### config.mk
export PLATFORM = sky130hd
export DESIGN_NAME = humidity_sensor_frame_decoder_unit
export DESIGN_NICKNAME = d
export VERILOG_FILES = /design/src/design/hsfd_pkg.sv /design/src/design/humidity_sensor_frame_decoder_unit.sv
export SDC_FILE = /design/constraint.sdc
export NUM_CORES = 1
export LEC_CHECK = 0
export BUFFER_PORTS_ARGS = -buffer_cell sky130_fd_sc_hd__buf_2
export CORE_UTILIZATION = 35
export CTS_CLUSTER_SIZE = 14
export DETAILED_ROUTE_END_ITERATION = 16
export SLEW_MARGIN = 0
export SYNTH_ARGS = -nofsm -noshare
export SYNTH_HDL_FRONTEND = slang
export SYNTH_SLANG_ARGS = --single-unit
### constraint.sdc
create_clock -name clk -period 11.5 [get_ports clk]
set_clock_uncertainty 0.05 [all_clocks]
set_input_delay 0.575 -clock clk [delete_from_list [all_inputs] [get_ports clk]]
set_output_delay 0.575 -clock clk [all_outputs]
set_load 0.01 [all_outputs]
### src/design/hsfd_pkg.sv
`default_nettype none

package hsfd_pkg;

    // Field widths
    localparam int BYTE_W = 8;
    localparam int TEMP_W = 15;
    localparam int HUMI_W = 14;
    localparam int CNT_W  = 16;
    localparam int CFG_AW = 2;

    // Result tdata: temperature, humidity, good_count from bit 0 up, padded to bytes
    localparam int OUT_W  = 48;
    localparam int PAD_W  = OUT_W - TEMP_W - HUMI_W - CNT_W;

    // Configuration register indexes
    localparam logic [CFG_AW-1:0] CFG_SENSOR_KIND = 2'd0;
    localparam logic [CFG_AW-1:0] CFG_TEMP_OFFSET = 2'd1;
    localparam logic [CFG_AW-1:0] CFG_HUMI_OFFSET = 2'd2;

    // CRC-8, polynomial x^8+x^5+x^4+1, seed all ones
    localparam logic [7:0] CRC_POLY = 8'h31;
    localparam logic [7:0] CRC_INIT = 8'hFF;
    localparam logic [15:0] TEMP_INVALID = 16'hFFFF;

    // Conversion constants
    localparam logic [14:0] TEMP_SCALE    = 15'd17500;
    localparam logic [15:0] TEMP_BASE     = 16'd4500;
    localparam logic [13:0] HUMI_SCALE_A  = 14'd10000;
    localparam logic [13:0] HUMI_SCALE_B  = 14'd12500;
    localparam logic [15:0] HUMI_BASE_B   = 16'd600;
    localparam logic [13:0] HUMI_MAX      = 14'd9999;

    // Byte position inside the five-byte reply
    typedef enum logic [4:0] {
        POS_T_HI = 5'b00001,
        POS_T_LO = 5'b00010,
        POS_CRC  = 5'b00100,
        POS_H_HI = 5'b01000,
        POS_H_LO = 5'b10000
    } pos_t;

    // Shift one byte through the CRC register, MSB first
    function automatic logic [7:0] crc8_byte(input logic [7:0] c_in);
        logic [7:0] c;
        c = c_in;
        for (int k = 0; k < 8; k++)
        begin
            if (c[7])
                c = {c[6:0], 1'b0} ^ CRC_POLY;
            else
                c = {c[6:0], 1'b0};
        end
        return c;
    endfunction

    // Offset in 0.1 steps to 0.01 steps: v*10 = v*8 + v*2
    function automatic logic signed [11:0] scale10(input logic signed [7:0] v);
        logic signed [11:0] ext;
        ext = {{4{v[7]}}, v};
        return (ext <<< 3) + (ext <<< 1);
    endfunction

endpackage

`default_nettype wire

### src/design/humidity_sensor_frame_decoder_unit.sv
`default_nettype none

// Decodes the five-byte reply of a humidity/temperature sensor (temperature
// high, temperature low, CRC, humidity high, humidity low), one byte per
// s_axis transaction. frame_start (s_axis_tuser) restarts a frame. After
// the fifth byte one result transaction leaves on m_axis: frame_ok in
// tuser, plus the last good temperature (0.01 C, signed), humidity
// (0.01 %, clamped to 0..9999) and the wrapping good-frame count. The CRC
// (poly 0x31, init 0xFF) covers the temperature bytes; raw temperature
// 0xFFFF is rejected. The block takes one byte per clock; only the fifth
// byte waits on a stalled result port. A byte is processed while it sits
// in the input register and the result register loads at the next edge,
// so m_axis_tvalid is registered from the processed fifth byte.
// Configuration writes (cfg_we/cfg_addr/cfg_wdata) take effect at once and
// should be made while no frame is in flight.
module humidity_sensor_frame_decoder_unit
(
    input  wire logic                          clk,
    input  wire logic                          rst_n,

    input  wire logic                          cfg_we,
    input  wire logic [hsfd_pkg::CFG_AW-1:0]   cfg_addr,
    input  wire logic [hsfd_pkg::BYTE_W-1:0]   cfg_wdata,

    input  wire logic                          s_axis_tvalid,
    output logic                               s_axis_tready,
    input  wire logic [hsfd_pkg::BYTE_W-1:0]   s_axis_tdata,   // rx_byte
    input  wire logic [0:0]                    s_axis_tuser,   // frame_start

    output logic                               m_axis_tvalid,
    input  wire logic                          m_axis_tready,
    output logic [hsfd_pkg::OUT_W-1:0]         m_axis_tdata,   // temperature, humidity,
                                                               // good_count, zero pad
    output logic [0:0]                         m_axis_tuser    // frame_ok
);
    import hsfd_pkg::*;

    // Configuration registers
    logic                sensor_kind_reg;
    logic signed [7:0]   temp_offset_reg;
    logic signed [7:0]   humi_offset_reg;

    // Input register
    logic                in_valid_reg;
    logic [BYTE_W-1:0]   in_byte_reg;
    logic                in_start_reg;

    // Frame state
    pos_t                pos_reg, pos_next, pos_eff;
    logic [15:0]         raw_temp_reg, raw_temp_next;
    logic [7:0]          crc_reg, crc_next, crc_seed;
    logic [7:0]          rx_crc_reg, rx_crc_next;
    logic [7:0]          humi_hi_reg, humi_hi_next;

    // Result register
    logic [TEMP_W-1:0]   held_temp_reg, held_temp_next;
    logic [HUMI_W-1:0]   held_humi_reg, held_humi_next;
    logic [CNT_W-1:0]    count_reg, count_next;
    logic                out_valid_reg, out_valid_next;
    logic                out_ok_reg, out_ok_next;

    // Control
    logic                emits, out_free, advance, frame_ok;

    // Conversion datapath
    logic [30:0]         temp_prod;
    logic [14:0]         temp_conv;
    logic signed [15:0]  temp_sum;
    logic [13:0]         humi_scale;
    logic [29:0]         humi_prod;
    logic [13:0]         humi_conv;
    logic signed [15:0]  humi_sum;
    logic signed [11:0]  temp_off10, humi_off10;
    logic [15:0]         raw_humi;

    // Configuration writes; unknown indexes are dropped
    always_ff @(posedge clk or negedge rst_n)
    begin
        if (!rst_n)
        begin
            sensor_kind_reg <= 1'b0;
            temp_offset_reg <= '0;
            humi_offset_reg <= '0;
        end
        else if (cfg_we)
        begin
            case (cfg_addr)
                CFG_SENSOR_KIND: sensor_kind_reg <= cfg_wdata[0];
                CFG_TEMP_OFFSET: temp_offset_reg <= cfg_wdata;
                CFG_HUMI_OFFSET: humi_offset_reg <= cfg_wdata;
                default: ;
            endcase
        end
    end

    // Handshake control
    assign pos_eff       = in_start_reg ? POS_T_HI : pos_reg;
    assign emits         = (pos_eff == POS_H_LO);
    assign out_free      = !out_valid_reg || m_axis_tready;
    assign advance       = in_valid_reg && (!emits || out_free);
    assign s_axis_tready = !in_valid_reg || advance;

    // Input register
    always_ff @(posedge clk or negedge rst_n)
    begin
        if (!rst_n)
            in_valid_reg <= 1'b0;
        else if (s_axis_tready)
            in_valid_reg <= s_axis_tvalid;
    end

    always_ff @(posedge clk)
    begin
        if (s_axis_tvalid && s_axis_tready)
        begin
            in_byte_reg  <= s_axis_tdata;
            in_start_reg <= s_axis_tuser[0];
        end
    end

    // Frame check
    assign crc_seed = (pos_eff == POS_T_HI) ? CRC_INIT : crc_reg;
    assign frame_ok = (crc_reg == rx_crc_reg) && (raw_temp_reg != TEMP_INVALID);

    // Temperature conversion
    assign temp_off10 = scale10(temp_offset_reg);
    assign temp_prod  = 31'(raw_temp_reg) * 31'(TEMP_SCALE);
    assign temp_conv  = temp_prod[30:16];
    assign temp_sum   = signed'({1'b0, temp_conv}) - signed'(TEMP_BASE)
                        + 16'(temp_off10);

    // Humidity conversion, one multiplier shared by both sensor kinds
    assign raw_humi   = {humi_hi_reg, in_byte_reg};
    assign humi_off10 = scale10(humi_offset_reg);
    assign humi_scale = sensor_kind_reg ? HUMI_SCALE_B : HUMI_SCALE_A;
    assign humi_prod  = 30'(raw_humi) * 30'(humi_scale);
    assign humi_conv  = humi_prod[29:16];
    assign humi_sum   = signed'({2'b00, humi_conv})
                        - (sensor_kind_reg ? signed'(HUMI_BASE_B) : 16'sd0)
                        + 16'(humi_off10);

    // Next-state logic for one byte
    always_comb
    begin
        pos_next       = pos_reg;
        raw_temp_next  = raw_temp_reg;
        crc_next       = crc_reg;
        rx_crc_next    = rx_crc_reg;
        humi_hi_next   = humi_hi_reg;
        held_temp_next = held_temp_reg;
        held_humi_next = held_humi_reg;
        count_next     = count_reg;
        out_ok_next    = out_ok_reg;
        out_valid_next = out_valid_reg && !m_axis_tready;

        if (advance)
        begin
            case (pos_eff)
                POS_T_HI:
                begin
                    raw_temp_next = {in_byte_reg, 8'h00};
                    crc_next      = crc8_byte(crc_seed ^ in_byte_reg);
                    pos_next      = POS_T_LO;
                end
                POS_T_LO:
                begin
                    raw_temp_next = {raw_temp_reg[15:8], in_byte_reg};
                    crc_next      = crc8_byte(crc_seed ^ in_byte_reg);
                    pos_next      = POS_CRC;
                end
                POS_CRC:
                begin
                    rx_crc_next = in_byte_reg;
                    pos_next    = POS_H_HI;
                end
                POS_H_HI:
                begin
                    humi_hi_next = in_byte_reg;
                    pos_next     = POS_H_LO;
                end
                POS_H_LO:
                begin
                    pos_next       = POS_T_HI;
                    crc_next       = CRC_INIT;
                    out_valid_next = 1'b1;
                    out_ok_next    = frame_ok;
                    if (frame_ok)
                    begin
                        held_temp_next = temp_sum[TEMP_W-1:0];
                        if (humi_sum < 16'sd0)
                            held_humi_next = '0;
                        else if (humi_sum > signed'({2'b00, HUMI_MAX}))
                            held_humi_next = HUMI_MAX;
                        else
                            held_humi_next = humi_sum[HUMI_W-1:0];
                        count_next = count_reg + 1'b1;
                    end
                end
                default:
                begin
                    pos_next = POS_T_HI;
                end
            endcase
        end
    end

    // State and result registers
    always_ff @(posedge clk or negedge rst_n)
    begin
        if (!rst_n)
        begin
            pos_reg       <= POS_T_HI;
            raw_temp_reg  <= '0;
            crc_reg       <= CRC_INIT;
            rx_crc_reg    <= '0;
            humi_hi_reg   <= '0;
            held_temp_reg <= '0;
            held_humi_reg <= '0;
            count_reg     <= '0;
            out_valid_reg <= 1'b0;
            out_ok_reg    <= 1'b0;
        end
        else
        begin
            pos_reg       <= pos_next;
            raw_temp_reg  <= raw_temp_next;
            crc_reg       <= crc_next;
            rx_crc_reg    <= rx_crc_next;
            humi_hi_reg   <= humi_hi_next;
            held_temp_reg <= held_temp_next;
            held_humi_reg <= held_humi_next;
            count_reg     <= count_next;
            out_valid_reg <= out_valid_next;
            out_ok_reg    <= out_ok_next;
        end
    end

    // Held values only change when a result is issued, so they drive tdata
    assign m_axis_tvalid = out_valid_reg;
    assign m_axis_tuser  = out_ok_reg;
    assign m_axis_tdata  = {{PAD_W{1'b0}}, count_reg, held_humi_reg, held_temp_reg};

endmodule

`default_nettype wire

## Word level (Yosys, flattened, before mapping)

Index checks and enable logic that the tools add are counted.

| operators by class | value |
|---|---|
| add/sub/neg operators | 7 |
| $mul | 2 |
| magnitude comparators | 2 |
| equal/unequal tests | 9 |
| mux-type cells | 54 |
| bitwise logic cells | 17 |
| reductions and logical operators | 24 |

Operators with widths:

| kind | number |
|---|---|
| 2-to-1 mux 8 bit | 29 |
| 2-to-1 mux 6 bit | 15 |
| NOT 3 bit | 15 |
| case mux 16 bit (2 select lines) | 1 |
| multiplier 16 x 14 -> 30 bit | 1 |
| multiplier 16 x 13 -> 29 bit, second input constant | 1 |
| 2-to-1 mux 14 bit | 2 |
| adder 11 x 9 -> 12 bit | 2 |
| case mux 8 bit (3 select lines) | 1 |
| case mux 5 bit (4 select lines) | 1 |
| adder 15 x 12 -> 16 bit | 1 |
| adder 16 x 1 -> 16 bit, second input constant | 1 |
| greater-than comparator 16 x 15 -> 1 bit, second input constant | 1 |
| < comparator 16 x 1 -> 1 bit, second input constant | 1 |
| != test 16 bit, second input constant | 1 |
| AND reduction 2 bit | 8 |
| adder 15 x 12 -> 15 bit | 1 |
| subtractor 14 x 10 -> 15 bit | 1 |
| subtractor 15 x 13 -> 15 bit, second input constant | 1 |
| 2-to-1 mux 13 bit | 1 |
| 2-to-1 mux 10 bit | 1 |
| == test 8 bit | 1 |
| bitwise XOR 8 bit | 1 |
| AND reduction 3 bit | 2 |
| 16 further kinds | 25 |

| storage, ports and cells | value |
|---|---|
| flip-flop bits (word level) | 119 |
| input port bits | 24 |
| word-level logic and storage cells | 132 |

## Longest topological paths before layout

Gate-level depths: netlist of run 1.

| logic depth | value |
|---|---|
| word-level depth | 35 |
| depth in mapped cells | 39 |
| depth with buffers taken out | 35 |

## Worst setup path after synthesis of run 1

No wires, ideal clock.

| timing path | value |
|---|---|
| path type | register -> register |
| from | register sensor_kind_reg |
| to | register held_humi_reg[11] |
| setup time | 0.120 ns |
| arrival time | 9.230 ns |
| required time | 11.330 ns |
| path slack | 2.099 ns |
| stages on the path, launching flop included | 36 |
| path buffers | 4 |
| clock period less this slack | 9.401 ns |
| cell sequence | dfrtp_1 -> clkbuf_1 -> inv_1 -> clkbuf_1 -> nand2_1 -> inv_1 -> fa_1 -> fa_1 -> fa_1 -> fa_1 -> fa_1 -> ha_1 -> ha_1 -> and4_1 -> o211a_1 -> a211oi_4 -> a211oi_1 -> or2_2 -> clkbuf_1 -> a21o_1 -> a21oi_1 -> xnor2_1 -> ha_1 -> nor4b_1 -> a211oi_1 -> and3_1 -> mux2i_1 -> nor3_2 -> ha_1 -> ha_1 -> and3_1 -> a21o_1 -> o211a_1 -> or2_1 -> buf_2 -> a41o_1 |

| on the way | value |
|---|---|
| longest elaborated chain between the ends | 7 |
| elaborated cells between the ends (all ways) | 9 |
| classes of those cells | add/sub (2); mul (1); order compare (2); mux (4) |

Ends and longest elaborated chain:

| item | line | RTL |
|---|---|---|
| start: declaration | humidity_sensor_frame_decoder_unit.sv:39 | `logic sensor_kind_reg;` |
| start signal: assignment | humidity_sensor_frame_decoder_unit.sv:88 | `CFG_SENSOR_KIND: sensor_kind_reg <= cfg_wdata[0];` |
| 2-to-1 mux 13 bit | humidity_sensor_frame_decoder_unit.sv:135 | `assign humi_scale = sensor_kind_reg ? HUMI_SCALE_B : HUMI_SCALE_A;` |
| multiplier 16 x 14 -> 30 bit | humidity_sensor_frame_decoder_unit.sv:136 | `assign humi_prod = 30'(raw_humi) * 30'(humi_scale);` |
| subtractor 14 x 10 -> 15 bit * | humidity_sensor_frame_decoder_unit.sv:139 | `- (sensor_kind_reg ? signed'(HUMI_BASE_B) : 16'sd0)` |
| adder 15 x 12 -> 16 bit * | humidity_sensor_frame_decoder_unit.sv:140 | `+ 16'(humi_off10);` |
| greater-than comparator 16 x 15 -> 1 bit | humidity_sensor_frame_decoder_unit.sv:192 | `else if (humi_sum > signed'({2'b00, HUMI_MAX}))` |
| 2-to-1 mux 14 bit | humidity_sensor_frame_decoder_unit.sv:192 |  |
| 2-to-1 mux 14 bit * | humidity_sensor_frame_decoder_unit.sv:190 | `if (humi_sum < 16'sd0)` |
| end signal: assignment | humidity_sensor_frame_decoder_unit.sv:231 | `held_humi_reg <= held_humi_next;` |
| end: declaration | humidity_sensor_frame_decoder_unit.sv:57 | `logic [HUMI_W-1:0] held_humi_reg, held_humi_next;` |

Every way passes the cells marked *; elsewhere a longest branch is shown, timed or not.
A chain may end at the register's enable or synchronous reset.

## Final worst setup path of run 1

| timing path | value |
|---|---|
| from | register sensor_kind_reg |
| to | register held_humi_reg[1] |

Same word-level chain as after synthesis.

==> results.txt, run 1 <==
----------------------------------------------------
[Outcome]
  Outcome ... completed

[CTS]
  Hold buffers post-CTS ... 0
  Buffer count from post-CTS setup fixing ... 0
  Maximum buffer depth of the clock tree ... 2
  Number of H-tree levels ... 4
  Total number of clock tree sinks ... 119
  CTS tree ... yes
  Total clock buffers created by CTS ... 17
  Insertion delay of the later-clocked pin in the worst-skew pair ... 0.44 ns
  Count of cells resized by post-cts repair ... 0
  Clk slew on worst S/H paths ... 0.07 ns
  Clock root buffer ... clkbuf_16

[Run]
  Max-Cap Viols ... 0

[Timing]
  Setup repair after global routing missed its margin ... no
  Final Hold Vio Count ... 0
  Achievable clock frequency ... 103 MHz
  Minimum clock period ... 9.69 ns
  Rel. slew slack ... 0.470
  Setup TNS ... 0 ns
  Ratio of final minimum period to clock period ... 0.843
  Max-slew violation count ... 0
  Final-report setup violation count ... 0
  Transition at the pin with the smallest max-transition slack ... 0.794 ns

[Synthesis]
  Number of flip-flops and latches in the synthesized netlist ... 119
  Number of flops mapped to enable cells by yosys ... 9
  Distinct cell type count after synthesis ... 72
  Share of synthesized flip-flops with an asynchronous set or reset ... 0.924
  Sequential area share after synthesis ... 0.204
  Cell count after synthesis ... 1518
  Synth Flop Type ... dfrtp_1
  Count of yosys warnings during synthesis ... 0
  Area of the mapped netlist ... 14900 um^2
  Post-Synthesis Mean Instance Area ... 9.80 um^2

[Global routing]
  Global-route congestion overflow total ... 0
  Aggregate global-route resource usage ... 0.152
  Global routing usage on met2 ... 0.268
  Number of antenna violations at the first check in global routing ... 1
  Global-route track usage on met3 ... 0.0201
  Most used routing layer in global routing ... met2
  Largest net degree at the start of global routing ... 61
  Wire length of the first global-routing pass ... 52700 um
  Via count of the first global-routing pass ... 10.7k
  Fraction of met1 tracks used by global routing ... 0.191

[Detailed routing]
  Router iterations before antenna repair ... 4
  Total routed wirelength ... 31100 um
  Iteration-0 DRC Markers ... 387
  Average vias per placed instance ... 4.83
  DRT antenna net count ... 0
  Detailed-route via count ... 10.3k
  # DRC ... 0
  Mean routed wirelength per cell ... 14.5 um

[Cells and area]
  Count of fill cells added during filler insertion ... 4090
  # nets final ... 2034
  Register area ... 3030 um^2
  Layout cell share with drive strength beyond 1 ... 0.109
  Layout area overhead ... 10.3%
  Final Util ... 0.391
  Multi-input gate area ... 10600 um^2

[Floorplanning]
  Row count ... 75
  DIE WIDTH ... 208 um
  Chip height ... 208 um
  Die area ... 43300 um^2
  Number of I/O pins ... 75
  Area inside the core boundary ... 41900 um^2
  Initial core utilization ... 0.355

[Critical path]
  Worst setup path class ... flop to flop
  Reg-to-reg critical path startpoint ... sensor_kind_reg$_DFFE_PN0P_
  Category of cells accounting for the largest share of critical-path delay ... adder cells
  Depth of the worst register-to-register path ... 32
  Endpoint class of the critical path ... flop
  Bufs and invs on worst path ... 2
  Worst r2r dst ... held_humi_reg[1]$_DFFE_PN0P_
  Flop2flop setup slack ... 1.81 ns
  Req. time, crit path ... 11.75 ns
  Endpoint arrival time on the critical path ... 9.94 ns
  Slowest cell delay on critical path ... 0.57 ns
  Highest net fanout along the worst path ... 14
  Slowest library cell on the worst path ... fa_1
  Category of the worst setup path launch point ... flop

[Min path]
  Class of the worst hold path ... input port to async pin

[Place]
  Global placement routability congestion ... 0.845
  Number of input and output port buffers inserted ... 71
  Half-perimeter wire length after placement ... 26200 um

----------------------------------------------------
==> worst register-to-register path: cells and delay by family (launching register included) <==
family	cells	cell delay, ns
compound gates	8	1.67
flops	1	0.37
mux	1	0.22
fa+ha+maj	10	4.17
buf+inv	2	0.50
xor+xnor	1	0.14
simple gates	10	2.43
==> cells in the mapped netlist (all sizes together) (6+ instances only) <==
cell type | instances | share of area
edfxtp | 9 | 0.018
a211oi | 7 | 0.0047
and2 | 19 | 0.0080
and3 | 18 | 0.0076
nand3b | 6 | 0.0030
o211ai | 9 | 0.0045
o21ai | 46 | 0.015
nand2b | 9 | 0.0038
nand4 | 13 | 0.0055
clkbuf | 24 | 0.0061
dfrtp | 101 | 0.17
dfstp | 9 | 0.016
fa | 148 | 0.20
nand2 | 107 | 0.027
ha | 277 | 0.23
a21oi | 40 | 0.013
buf | 6 | 0.0024
a21boi | 6 | 0.0030
xnor2 | 73 | 0.043
or2 | 9 | 0.0038
a32oi | 7 | 0.0041
o31ai | 16 | 0.0087
xor2 | 27 | 0.016
nor3 | 26 | 0.0094
o21a | 8 | 0.0040
mux2 | 33 | 0.025
a21o | 21 | 0.011
nor2b | 11 | 0.0046
nor2 | 53 | 0.013
inv | 315 | 0.079
nand3 | 13 | 0.0044
==> worst max-delay path by stage <==
stage	slack [ns]	end	from	cells past startpoint
CTS	1.74	held_humi_reg[1]$_DFFE_PN0P_	sensor_kind_reg$_DFFE_PN0P_	32
global route	1.18	held_humi_reg[3]$_DFFE_PN0P_	sensor_kind_reg$_DFFE_PN0P_	32
detailed placement	1.78	held_humi_reg[1]$_DFFE_PN0P_	sensor_kind_reg$_DFFE_PN0P_	32
finish	1.81	held_humi_reg[1]$_DFFE_PN0P_	sensor_kind_reg$_DFFE_PN0P_	32
floorplan	2.10	held_humi_reg[11]$_DFFE_PN0P_	sensor_kind_reg$_DFFE_PN0P_	35
global placement	1.95	held_humi_reg[11]$_DFFE_PN0P_	sensor_kind_reg$_DFFE_PN0P_	31
==> layout make-up <==
type	count	share of cell area
Multi-Input combinational cell	1056	0.643
Inverter	315	0.0720
Clock inverter	15	0.00930
Sequential cell	119	0.185
Antenna cell	1	0.000152
Timing Repair Buffer	76	0.0241
Clock buffer	17	0.0259
Tap cell	539	0.0411
==> cells in the final DEF, fill, tap and decap left out, types with 9 or more instances in the layout <==
master / Yosys / routed
and3_1: 18 / 18
xnor2_1: 73 / 73
nand3_1: 13 / 13
inv_1: 314 / 314
and2_1: 19 / 19
nand2_1: 107 / 107
edfxtp_1: 9 / 9
nand4_1: 13 / 13
buf_2: 1 / 70
nor2b_1: 11 / 11
nand2b_1: 9 / 9
dfrtp_1: 101 / 101
mux2_2: 33 / 33
a21oi_1: 40 / 40
fa_1: 148 / 148
a21o_1: 20 / 20
o21ai_0: 36 / 36
dfstp_2: 9 / 9
xor2_1: 27 / 27
nor2_1: 53 / 53
o211ai_1: 9 / 9
ha_1: 277 / 277
o21ai_1: 10 / 10
nor3_1: 24 / 24
o31ai_1: 14 / 14
clkbuf_16: 0 / 17
==> through the flow <==
step / worst slack (ns) / instances / area, um^2 / hold slack, ns
after floorplan: 2.10 / 1520 / 14900 / 0.229
after detailed placement: 1.78 / 2105 / 15800 / 0.407
after CTS: 1.74 / 2137 / 16400 / 0.125
after global routing: 1.18 / 2138 / 16400 / 0.165
final: 1.81 / 2138 / 16400 / 0.0992
after global placement: 1.95 / 2105 / 15800 / 0.402
==> cells by family (layout without fill, tap and decap cells) <==
family | count (synthesis) | after routing | share of synthesized area
fa+ha+maj | 425 | 425 | 0.432
other cells | 1 | 4 | 0.000252
simple gates | 304 | 304 | 0.101
flops | 119 | 119 | 0.204
xor+xnor | 100 | 100 | 0.0589
compound gates | 189 | 189 | 0.0890
mux | 35 | 35 | 0.0272
buf+inv | 345 | 423 | 0.0879
==> metal layers <==
layer  vias to the layer above  routed length [um]
li1                       5117                   -
met1                      5086               14300
met2                        93               15600
met3                        38                 498
met4                         0                 677
met5                         -                   0
Power of run 1 is not shown: default switching activity piles up to over one toggle a cycle in this logic, so the estimate is an artifact.
==> run 2, diff against run 1 <==
- clock period: 11.5 -> 10.1 ns (I/O delays scaled with it)
==> run 2 against run 1 <==
Effect of this change: register-to-register slack worse by 1.2 ns; flip-flop and latch count unchanged; final area grew 0.24%; die area stayed put; worst setup slack worse by 1.2 ns; global-route usage grew 0.23 points; largest cell class unchanged.
==> results.txt, run 2 (synthesized netlist as in run 1, its figures left out) <==
----------------------------------------------------
[Global routing]
  Global routing usage on met2 ... 0.274 (+0.00544)
  Global-route congestion overflow total ... 0 (unchanged)
  Wire length of the first global-routing pass ... 53200 um (+0.96%)
  Number of antenna violations at the first check in global routing ... 0 (-1)
  Global-route track usage on met3 ... 0.0199 (-0.000151)
  Largest net degree at the start of global routing ... 64 (+4.9%)
  Fraction of met1 tracks used by global routing ... 0.193 (+0.00242)
  Most used routing layer in global routing ... met2
  Aggregate global-route resource usage ... 0.154 (+0.00232)
  Via count of the first global-routing pass ... 10.7k (-0.27%)

[CTS]
  Total clock buffers created by CTS ... 17 (unchanged)
  Clk slew on worst S/H paths ... 0.06 ns (about the same)
  Clock root buffer ... clkbuf_16
  Number of H-tree levels ... 4 (unchanged)
  Insertion delay of the later-clocked pin in the worst-skew pair ... 0.44 ns (about the same)
  Total number of clock tree sinks ... 119 (unchanged)
  Maximum buffer depth of the clock tree ... 2 (unchanged)
  CTS tree ... yes

[Timing]
  Transition at the pin with the smallest max-transition slack ... 0.842 ns (+0.0475 ns)
  Rel. slew slack ... 0.439 (-0.0317)
  Max-slew violation count ... 0 (unchanged)
  Setup repair after global routing missed its margin ... no
  Final-report setup violation count ... 0 (unchanged)
  Setup TNS ... 0 ns (unchanged)
  Ratio of final minimum period to clock period ... 0.944 (+0.101)
  Final Hold Vio Count ... 0 (unchanged)
  Minimum clock period ... 9.53 ns (-0.159 ns)
  Achievable clock frequency ... 105 MHz (+1.7%)

[Detailed routing]
  Detailed-route via count ... 10.4k (+0.22%)
  DRT antenna net count ... 0 (unchanged)
  Total routed wirelength ... 31500 um (+1.4%)
  Average vias per placed instance ... 4.83 (about the same)
  Iteration-0 DRC Markers ... 413 (+6.7%)
  # DRC ... 0 (unchanged)
  Router iterations before antenna repair ... 5 (+1)
  Mean routed wirelength per cell ... 14.7 um (+1.1%)

[Critical path]
  Category of the worst setup path launch point ... flop
  Highest net fanout along the worst path ... 12 (-2)
  Depth of the worst register-to-register path ... 32 (unchanged)
  Endpoint class of the critical path ... flop
  Slowest cell delay on critical path ... 0.56 ns (about the same)
  Req. time, crit path ... 10.40 ns (-1.35 ns)
  Worst r2r dst ... held_humi_reg[1]$_DFFE_PN0P_
  Flop2flop setup slack ... 0.57 ns (-1.24 ns)
  Reg-to-reg critical path startpoint ... sensor_kind_reg$_DFFE_PN0P_
  Slowest library cell on the worst path ... fa_1
  Worst setup path class ... flop to flop
  Endpoint arrival time on the critical path ... 9.83 ns (-0.11 ns)

[Floorplanning]
  Die area ... 43300 um^2 (unchanged)
  Area inside the core boundary ... 41900 um^2 (unchanged)
  Number of I/O pins ... 75 (unchanged)
  Row count ... 75 (unchanged)
  Chip height ... 208 um (unchanged)
  Initial core utilization ... 0.355 (unchanged)
  DIE WIDTH ... 208 um (unchanged)

[Cells and area]
  Most common library cell in the layout ignoring fill and taps ... inv_1
  Highest-count cells in the layout ignoring fill and taps ... 314 x inv_1, 277 x ha_1, 148 x fa_1, 107 x nand2_1, 101 x dfrtp_1
  Ant. Diodes ... 0 (-1)
  Non-filler instance count after layout ... 2143 (+0.23%)
  Layout area overhead ... 10.6%
  Layout cell share with drive strength beyond 1 ... 0.113 (+0.00458)
  # nets final ... 2040 (+0.29%)

[Place]
  Cell Count Post-Placement ... 2111 (+0.29%)
  Number of input and output port buffers inserted ... 71 (unchanged)
  Half-perimeter wire length after placement ... 26600 um (+1.3%)
  Global placement routability congestion ... 0.831 (-1.7%)

[Run]
  Max-Cap Viols ... 0 (unchanged)

[Min path]
  Class of the worst hold path ... input port to async pin

[Outcome]
  Outcome ... completed

----------------------------------------------------
-- run 2: changes by cell type in the layout (fill, tap and decap cells not counted), sizes merged --
cell	delta
buf	+6
clkinv	+1
clkinvlp	+4
diode	-1
bufinv	-1
inv	-7
clkbuf	+3
-- run 2: how the worst max path moves through the flow --
stage | depth (start not counted) | end | startpoint
2_1_floorplan | 35 | held_humi_reg[11]$_DFFE_PN0P_ | sensor_kind_reg$_DFFE_PN0P_
4_1_cts | 33 | held_humi_reg[1]$_DFFE_PN0P_ | sensor_kind_reg$_DFFE_PN0P_
5_1_grt | 32 | held_humi_reg[8]$_DFFE_PN0P_ | sensor_kind_reg$_DFFE_PN0P_
3_3_place_gp | 32 | held_humi_reg[11]$_DFFE_PN0P_ | sensor_kind_reg$_DFFE_PN0P_
6_report | 32 | held_humi_reg[1]$_DFFE_PN0P_ | sensor_kind_reg$_DFFE_PN0P_
3_5_place_dp | 32 | held_humi_reg[11]$_DFFE_PN0P_ | sensor_kind_reg$_DFFE_PN0P_
-- run 2: layer usage --
layer,wire [um],vias up
met1,14100,5074
li1,-,5133
met4,639,0
met3,596,39
met2,16200,111
met5,0,-
-- run 2: per-stage QoR --
| stage | worst slack, ns | hold WS, ns | util | area, um^2 |
|---|---|---|---|---|
| 2_1_floorplan | 0.699 | 0.159 | - | 14900 |
| 6_report | 0.569 | 0.0396 | 0.392 | 16500 |
| 5_1_grt | 0.0328 | 0.0869 | 0.392 | 16500 |
| 3_3_place_gp | 0.691 | 0.403 | 0.379 | 15900 |
| 4_1_cts | 0.435 | 0.0577 | 0.392 | 16500 |
| 3_5_place_dp | 0.475 | 0.407 | 0.379 | 15900 |
-- run 2: layout make-up --
class                      count  area, um^2
fill                        4096       25500
multi-input combinational   1056       10600
sequential                   119        3030
inverter                     315        1180
tap                          539         674
clock buffer                  20         478
timing repair buffer          82         440
clock inverter                12        90.1
-- run 2: worst max-delay path, delay by kind of cell (launching register included) --
family | cells | cell delay (ns)
AOI/OAI and AO/OA | 9 | 2.35
xor gates and xnor gates | 1 | 0.14
adders and majority gates | 10 | 4.18
buffers and inverters | 3 | 0.43
DFF | 1 | 0.48
muxes | 1 | 0.23
and+or+nand+nor | 8 | 1.59
-- run 2: what timing repair did --
action | in CTS | in global routing
setup endpoints to repair | 0 | 8
setup buffers | 0 | 0
hold buffers | 0 | 0
resized for setup | 0 | 2
Power of run 2 is left out for the same reason.
==> run 3, diff against run 2 <==
- clock period: 10.1 -> 11.1 ns (I/O delays scaled with it)
==> run 3 against run 2 <==
Effect of this change: count of clock-buffer cells in the layout decreased by 3; worst hold slack improved by 0.052 ns; flip-flop and latch count unchanged; die area unchanged; critical path depth unchanged; sequential share of layout area about the same; worst setup slack improved by 0.62 ns; maximum frequency decreased by 3.8%; first-iteration DRC count decreased by 1.5%; global-route usage decreased by 0.37 points; final area decreased by 0.25%; highest routed layer unchanged.
==> results.txt, run 3 (synthesized netlist as in run 1, its figures left out) <==
----------------------------------------------------
[Timing]
  Achievable clock frequency ... 101 MHz (-3.8%)
  Ratio of final minimum period to clock period ... 0.893 (-0.0511)
  Final Hold Vio Count ... 0 (unchanged)
  Rel. slew slack ... 0.463 (+0.0238)
  Max-slew violation count ... 0 (unchanged)
  Setup repair after global routing missed its margin ... no
  Transition at the pin with the smallest max-transition slack ... 0.806 ns (-0.0358 ns)
  Minimum clock period ... 9.91 ns (+0.377 ns)
  Setup TNS ... 0 ns (unchanged)
  Final-report setup violation count ... 0 (unchanged)

[Place]
  Global placement routability congestion ... 0.826 (-0.60%)
  Half-perimeter wire length after placement ... 25500 um (-3.9%)
  Number of input and output port buffers inserted ... 71 (unchanged)

[Detailed routing]
  Detailed-route via count ... 10.2k (-1.2%)
  Mean routed wirelength per cell ... 14.3 um (-3.0%)
  Total routed wirelength ... 30500 um (-3.2%)
  # DRC ... 0 (unchanged)
  DRT antenna net count ... 0 (unchanged)
  Iteration-0 DRC Markers ... 407 (-1.5%)
  Average vias per placed instance ... 4.79 (-0.96%)
  Router iterations before antenna repair ... 4 (-1)

[Critical path]
  Slowest library cell on the worst path ... fa_1
  Category of the worst setup path launch point ... flop
  Slowest cell delay on critical path ... 0.53 ns (-0.03 ns)
  Endpoint arrival time on the critical path ... 10.19 ns (+0.36 ns)
  Req. time, crit path ... 11.38 ns (+0.98 ns)
  Worst setup path class ... flop to flop
  Highest net fanout along the worst path ... 33 (+21)
  Endpoint class of the critical path ... flop

[Run]
  Max-Cap Viols ... 0 (unchanged)

[CTS]
  Total clock buffers created by CTS ... 17 (unchanged)
  Hold buffers post-CTS ... 0 (unchanged)
  Insertion delay of the later-clocked pin in the worst-skew pair ... 0.44 ns (about the same)
  Count of cells resized by post-cts repair ... 0 (unchanged)
  Total number of clock tree sinks ... 119 (unchanged)
  Number of H-tree levels ... 4 (unchanged)
  Buffer count from post-CTS setup fixing ... 0 (unchanged)
  CTS tree ... yes
  Clock root buffer ... clkbuf_16
  Clk slew on worst S/H paths ... 0.07 ns (about the same)
  Maximum buffer depth of the clock tree ... 2 (unchanged)

[Global routing]
  Via count of the first global-routing pass ... 10.6k (-0.86%)
  Global-route congestion overflow total ... 0 (unchanged)
  Wire length of the first global-routing pass ... 52300 um (-1.7%)
  Largest net degree at the start of global routing ... 59 (-7.8%)
  Number of antenna violations at the first check in global routing ... 1 (+1)
  Aggregate global-route resource usage ... 0.151 (-0.00372)

[Floorplanning]
  Initial core utilization ... 0.355 (unchanged)
  DIE WIDTH ... 208 um (unchanged)
  Area inside the core boundary ... 41900 um^2 (unchanged)
  Row count ... 75 (unchanged)
  Die area ... 43300 um^2 (unchanged)
  Number of I/O pins ... 75 (unchanged)
  Chip height ... 208 um (unchanged)

[Cells and area]
  Layout area overhead ... 10.3%
  # nets final ... 2033 (-0.34%)
  Layout cell share with drive strength beyond 1 ... 0.108 (-0.00514)
  Count of fill cells added during filler insertion ... 4157 (+1.5%)
  Most common library cell in the layout ignoring fill and taps ... inv_1
  Highest-count cells in the layout ignoring fill and taps ... 314 x inv_1, 277 x ha_1, 148 x fa_1, 107 x nand2_1, 101 x dfrtp_1

[Outcome]
  Outcome ... completed

[Min path]
  Class of the worst hold path ... input port to async pin

----------------------------------------------------
## run 3: final timing paths
| check | depth (start not counted) | start | slack [ns] | to |
|---|---|---|---|---|
| worst max register to register | 32 | sensor_kind_reg$_DFFE_PN0P_ | 1.19 | held_humi_reg[11]$_DFFE_PN0P_ |
| worst min-delay path | 1 | rst_n | 0.09 | held_humi_reg[13]$_DFFE_PN0P_ |
| max in group asynchronous | 2 | rst_n | 9.63 | m_axis_tvalid$_DFF_PN0_ |
| worst min register to register | 2 | held_temp_reg[0]$_DFFE_PN0P_ | 0.42 | held_temp_reg[0]$_DFFE_PN0P_ |
| worst max-delay path | 32 | sensor_kind_reg$_DFFE_PN0P_ | 1.19 | held_humi_reg[11]$_DFFE_PN0P_ |
| min in group clk | 1 | s_axis_tuser | 0.24 | in_start_reg$_DFFE_PP_ |
## run 3: final cells by class
cell class	count	area (um^2)	area share
diodes	1	2.50	0.000152
clock buffers	17	425	0.0259
clock inverters	15	159	0.00968
inverters	315	1180	0.0720
multi-input cells	1056	10600	0.643
flip-flops and latches	119	3030	0.185
well taps	539	674	0.0411
repair buffers	75	388	0.0236
## run 3: critical path: cells and delay by family, from the launching register on
kind | cells | cell delay, ns
buffers and inverters | 3 | 0.83
AOI/OAI and AO/OA | 10 | 2.49
muxes | 1 | 0.22
DFF | 1 | 0.36
and+or+nand+nor | 7 | 1.66
xor gates and xnor gates | 1 | 0.13
adders and majority gates | 10 | 4.04
## run 3: stage by stage
| stage | setup slack, ns | utilization | std cells | instance area [um^2] | hold WS, ns |
|---|---|---|---|---|---|
| final | 1.19 | 0.391 | 2137 | 16400 | 0.0920 |
| after global routing | 0.492 | 0.391 | 2137 | 16400 | 0.142 |
| after CTS | 1.18 | 0.391 | 2136 | 16400 | 0.104 |
| after detailed placement | 1.22 | 0.377 | 2104 | 15800 | 0.414 |
| after global placement | 1.36 | 0.377 | 2104 | 15800 | 0.403 |
| after floorplan | 1.70 | - | 1520 | 14900 | 0.209 |
## run 3: metal layers
metal | track usage | vias to the layer above | wire [um]
met5 | 0 | - | 0
li1 | - | 5110 | -
met3 | 0.0222 | 28 | 495
met1 | 0.195 | 5015 | 14300
met4 | 0.0429 | 0 | 513
met2 | 0.261 | 76 | 15200
Power of run 3 is left out for the same reason.
